===== config.mk =====
export PLATFORM = sky130hd
export DESIGN_NAME = ldp_front
export DESIGN_NICKNAME = d
export VERILOG_FILES = /design/src/sv/ldp_pkg.sv /design/src/sv/ldp_front.sv
export SDC_FILE = /design/constraint.sdc
export NUM_CORES = 1
export LEC_CHECK = 0
export BUFFER_PORTS_ARGS = -buffer_cell sky130_fd_sc_hd__buf_2
export CORE_ASPECT_RATIO = 0.7
export CORE_UTILIZATION = 50
export CTS_BUF_LIST = sky130_fd_sc_hd__clkbuf_16
export CTS_CLUSTER_DIAMETER = 200
export DETAILED_ROUTE_END_ITERATION = 12
export PLACE_DENSITY = 0.75
export REMOVE_ABC_BUFFERS = 1
export SYNTH_ARGS = -nofsm -noshare
export SYNTH_HDL_FRONTEND = slang
export SYNTH_SLANG_ARGS = --single-unit

===== constraint.sdc =====
create_clock -name aclk -period 12.96 [get_ports aclk]
set_clock_uncertainty 0.2 [all_clocks]
set_input_delay 2.592 -clock aclk [delete_from_list [all_inputs] [get_ports aclk]]
set_output_delay 2.592 -clock aclk [all_outputs]
set_load 0.02 [all_outputs]

===== src/sv/ldp_pkg.sv =====
`timescale 1ns / 1ps

package ldp_pkg;

    localparam int KEY_DEPTH   = 1024;
    localparam int MOD_WIDTH   = 62;
    localparam int VAL_W       = 64;
    localparam int Q_W         = MOD_WIDTH + 1;
    localparam int KEY_AW      = (KEY_DEPTH > 1) ? $clog2(KEY_DEPTH) : 1;
    localparam int POS_W       = $clog2(KEY_DEPTH + 1) + 1;
    localparam int KEY_IDX_W   = 10;
    localparam int MODULUS_W   = 63;
    localparam int DIMENSION_W = 11;
    localparam int PHASE_W     = 62;
    localparam int CFG_IDX_W   = 2;

    // opcodes
    localparam logic OP_KEY_WRITE = 1'b0;
    localparam logic OP_ELEMENT   = 1'b1;

    // configuration register indexes
    localparam logic [CFG_IDX_W-1:0] REG_MODULUS   = 2'd0;
    localparam logic [CFG_IDX_W-1:0] REG_DIMENSION = 2'd1;

    typedef struct packed {
        logic                is_key;
        logic                key_we;
        logic [KEY_AW-1:0]   key_addr;
        logic                neg;
        logic [VAL_W-1:0]    magnitude;
    } ldp_item_t;

    // x + y mod q, both operands below q
    function automatic logic [MOD_WIDTH-1:0] add_mod(
        input logic [MOD_WIDTH-1:0] x,
        input logic [MOD_WIDTH-1:0] y,
        input logic [Q_W-1:0]       q
    );
        logic [Q_W-1:0] s;
        s = {1'b0, x} + {1'b0, y};
        if (s >= q) begin
            s = s - q;
        end
        return s[MOD_WIDTH-1:0];
    endfunction

endpackage


===== src/sv/ldp_front.sv =====
`timescale 1ns / 1ps

module ldp_front import ldp_pkg::*; (
    input  logic                 aclk,
    input  logic                 aresetn,
    input  logic                 s_valid,
    output logic                 s_ready,
    input  logic                 s_opcode,
    input  logic [KEY_IDX_W-1:0] s_key_index,
    input  logic [VAL_W-1:0]     s_element_value,
    output logic                 item_valid,
    output ldp_item_t            item,
    input  logic                 item_pop
);

    ldp_item_t  q_reg [2];
    logic       wr_ptr_reg, wr_ptr_next;
    logic       rd_ptr_reg, rd_ptr_next;
    logic [1:0] count_reg, count_next;
    ldp_item_t  cls;
    logic       push, pop;

    // classify: key write in range, sign split of the operand
    always_comb begin
        cls.is_key    = (s_opcode == OP_KEY_WRITE);
        cls.key_we    = (s_opcode == OP_KEY_WRITE) && (int'(s_key_index) < KEY_DEPTH);
        cls.key_addr  = KEY_AW'(s_key_index);
        cls.neg       = s_element_value[VAL_W-1];
        cls.magnitude = s_element_value[VAL_W-1] ? (~s_element_value + 1'b1)
                                                 : s_element_value;
    end

    assign s_ready    = (count_reg != 2'd2);
    assign item_valid = (count_reg != 2'd0);
    assign item       = q_reg[rd_ptr_reg];
    assign push       = s_valid && s_ready;
    assign pop        = item_pop && item_valid;

    always_comb begin
        wr_ptr_next = push ? ~wr_ptr_reg : wr_ptr_reg;
        rd_ptr_next = pop ? ~rd_ptr_reg : rd_ptr_reg;
        count_next  = count_reg + {1'b0, push} - {1'b0, pop};
    end

    always_ff @(posedge aclk) begin
        if (!aresetn) begin
            wr_ptr_reg <= 1'b0;
            rd_ptr_reg <= 1'b0;
            count_reg  <= 2'd0;
        end else begin
            wr_ptr_reg <= wr_ptr_next;
            rd_ptr_reg <= rd_ptr_next;
            count_reg  <= count_next;
        end
        if (push) begin
            q_reg[wr_ptr_reg] <= cls;
        end
    end

endmodule


==> results.md <==
* Area of all placed cells without fillers at 8650 sq um
* PD cells at 181 nW/um^2
* Crit-path max cell delay at between 600 and 700 ps
* Total Routing Usage GR at 0.211
* CTS Hold Bufs at 0
* Status: finished clean
* Data arrival, critical path at about 5100 ps
* Detailed placement HPWL at approximately 9900 microns
* Hold_sp: rd_ptr_reg
* Cells resized by post-CTS repair at 0
* Slew at the pin with the worst max-slew slack at approximately 1200 ps
* Routed via count divided by cell count at roughly 5.4
* Relative contribution of the clock network to total power at 0.309
* Horizontal die dimension at roughly 140 microns
* Upper clock frequency limit at approximately 0.2 GHz
* Setup TNS at 0 ps
* Area of the core region at ~14000 sq um
* Setup CP Type: input port to flip-flop
* Leak pwr at about 3 nW
* Highest metal layer with signal wires: met4
* Maximum number of pins on one net before global-route repair at a little under 80
* Max stage delay cell, worst path: or4_1
* Hold-critical path depth at 2
* Classification of the worst-slack hold path: flip-flop to flip-flop
* Setup fix buffers added after clock tree synthesis at 0
* Initial antenna violation count at 0
* Reg-to-reg critical path startpoint: count_reg[0]
* H-tree depth reported by CTS at 4
* Crit path from: s_element_value[14]
* Worst relative slew slack at 0.190
* DRC Markers at 0
* Via count of the first global-routing pass at approximately 4400
* Element type at the critical path end: flip-flop
* Cell internal pwr at ~1.1 mW
* Ordered cell list for the critical path: buf_2, or4_1, nor4_4, nand4_1, o41ai_1, xnor2_1
* TritonCTS clock tree: yes
* Post-synthesis instance total at 450
* Switching component of the power at about 0.48 mW
* Placer congestion estimate at approximately 0.8
* Die ar. at ~15000 sq um
* IR Drop Worst-Case VDD at 143 uV
* Effective utilization at floorplan at 0.512
* I/O Buffers at between 150 and 200
* Wire length per cell at approximately 18 microns
* Post-synthesis instance area at 7100 sq um
* CP startpoint kind: input port
* Cell row count at 36
* Clock sink count at 157
* Routed metal-1 wire length at 6610 microns
* Max reg flops at ~150
* Antenna cell count at 0
* First-pass GRT wire length at about 23000 microns
* WP data required at around 13000 ps
* Area post-placement at between 8000 and 9000 sq um
* Nets at roughly 700
* Cts bufs inserted at 17
* Fraction of layout cells with a size suffix above 1 at 0.458
* Max FO, Critical Path at 12
* CTS Root Cell: clkbuf_16
* Cell count after placement at between 700 and 800
* Unrepaired setup endpoints after global routing: false
* Total number of yosys warnings at 0
* Sequential element share of the synthesized area at 0.657
* Number of I/O pins at 158
* Period utilisation layout at 0.395
* Overall via count from detail_route at roughly 4400
* Setup slack of the most critical reg-to-reg path at approximately 10000 ps
* Share of total power in sequential cells at 0.441
* Worst R2R Path Depth at 4
* Final count of hold timing violations at 0
* Sum of routed wire length over all layers at ~15000 microns
* Distinct cells, synth at 34
* Routed Antenna Nets at 0
* Worst hold slack at 340 ps
* DR pass1 iterations at 5
* Buffer depth of the longest clock path at 2
* Combinational share of power at 0.250
* Die height at roughly 100 microns
* Skew-Pair Late Insertion Delay at around 420 ps
* Area grow syn2layout at 21.8%
* Average cell area after synthesis at 15.8 sq um
* Grt total ovfl at 0
* Synthesis-stage register bit count at 157
* Count of filler cells inserted in the layout at around 1100
* Minimum period implied by the final worst setup slack at 5120 ps
* Max-cap viol count at 0
* Metal3 WL at between 1000 and 1500 microns
* Violation count after the first detailed-routing iteration at roughly 250
* Clock input transition at the sequential cells of the worst setup and hold paths at roughly 60 ps
* Count of final setup violators at 0
* Wire length on met2 at a little under 7000 microns
* Post-route non-filler standard cell count at just over 800
* Fin. max-slew vios at 0
* Proportion of total power due to net switching at 0.310
## synth_stat cells
cell	number	area (sq um)
dfxtp_1	5	100
nand2_1	12	45.0
nor4_4	2	42.5
or3_4	1	11.3
ha_1	3	37.5
edfxtp_1	152	4560
o41ai_1	13	114
o31ai_1	21	158
nor2b_1	2	12.5
buf_4	1	7.51
nor4_1	3	18.8
nand2b_1	7	43.8
nor4_2	1	12.5
mux2_2	76	856
nor2_1	2	7.51
and2_1	4	25.0
clkbuf_1	13	48.8
or4_4	4	45.0
or2_2	5	31.3
buf_1	3	11.3
and3_1	1	6.26
nand3_1	1	5.00
xnor2_1	64	561
nand4_1	4	25.0
o21ai_0	18	90.1
o21a_1	1	7.51
buf_2	1	5.00
nor3_1	4	20.0
nand4_2	1	12.5
o41ai_2	2	32.5
or4_1	8	60.1
inv_1	5	18.8
or3_1	9	56.3
nor3b_1	1	7.51
## routing by layer
metal | vias up | global-route usage
li1 | 2077 | -
met1 | 2153 | 0.279
met2 | 179 | 0.324
met3 | 9 | 0.0671
met4 | 0 | 0.0842
met5 | - | 0
## final timing paths
| check | to |
|---|---|
| worst min register to register | flip-flop |
| worst max-delay path | q_reg[1][49] |
| worst max register to register | q_reg[0][9] |
| worst min-delay path | flip-flop |
## through the flow
step | worst slack [ps] | total power, mW | utilization
5_1_grt | 7710 | 1.63 | 0.623
3_3_place_gp | 7490 | 1.08 | 0.582
6_report | 7840 | 1.56 | 0.623
4_1_cts | 7880 | 1.58 | 0.623
3_5_place_dp | 7420 | 1.09 | 0.582
2_1_floorplan | 6370 | 0.957 | -
## power by group through the flow
stage	combinational, mW	sequential, mW	clock (mW)
finish	0.390	0.689	0.483
CTS	0.395	0.691	0.489
global placement	0.387	0.696	0
floorplan	0.269	0.688	0
detailed placement	0.393	0.702	0
global route	0.419	0.698	0.513
## cells by family (layout without fill, tap and decap cells)
group | Yosys count | count (layout) | synth area share
buf+inv | 23 | 195 | 0.0129
mux | 76 | 76 | 0.121
flops | 157 | 157 | 0.657
simple gates | 72 | 72 | 0.0687
compound gates | 55 | 55 | 0.0566
xor+xnor | 64 | 64 | 0.0790
fa+ha+maj | 3 | 3 | 0.00529
## critical path: cells and delay by family
family / cells / cell delay, ps
simple gates: 3 / 1650
compound gates: 1 / 570
xor+xnor: 1 / 140
buf+inv: 1 / 120
## placed cells by master (no fill, tap or decap), types with 2 or more instances in the layout
| cell type | instances |
|---|---|
| buf_2 | 157 |
| or4_4 | 4 |
| ha_1 | 3 |
| nand2_1 | 12 |
| o41ai_2 | 2 |
| mux2_2 | 76 |
| or4_1 | 8 |
| or3_1 | 9 |
| xnor2_1 | 64 |
| dfxtp_1 | 4 |
| nand2b_1 | 7 |
| clkbuf_16 | 17 |
| and2_1 | 4 |
| o31ai_1 | 21 |
| nor4_1 | 3 |
| nor4_4 | 2 |
| nand4_1 | 4 |
| nor2b_1 | 2 |
| clkinv_4 | 4 |
| o41ai_1 | 13 |
| or2_2 | 5 |
| inv_1 | 5 |
| nor3_1 | 4 |
| edfxtp_1 | 152 |
| o21ai_0 | 18 |
| inv_6 | 7 |
## cell type report
type / count / area, sq um / area share
Clock inverter: 15 / 150 / 0.0174
Sequential cell: 157 / 4670 / 0.540
Inverter: 5 / 18.8 / 0.00217
Multi-Input combinational cell: 270 / 2360 / 0.272
Timing Repair Buffer: 158 / 793 / 0.0917
Tap cell: 190 / 238 / 0.0275
Clock buffer: 17 / 425 / 0.0492
Power figures use the tool's default switching activity.
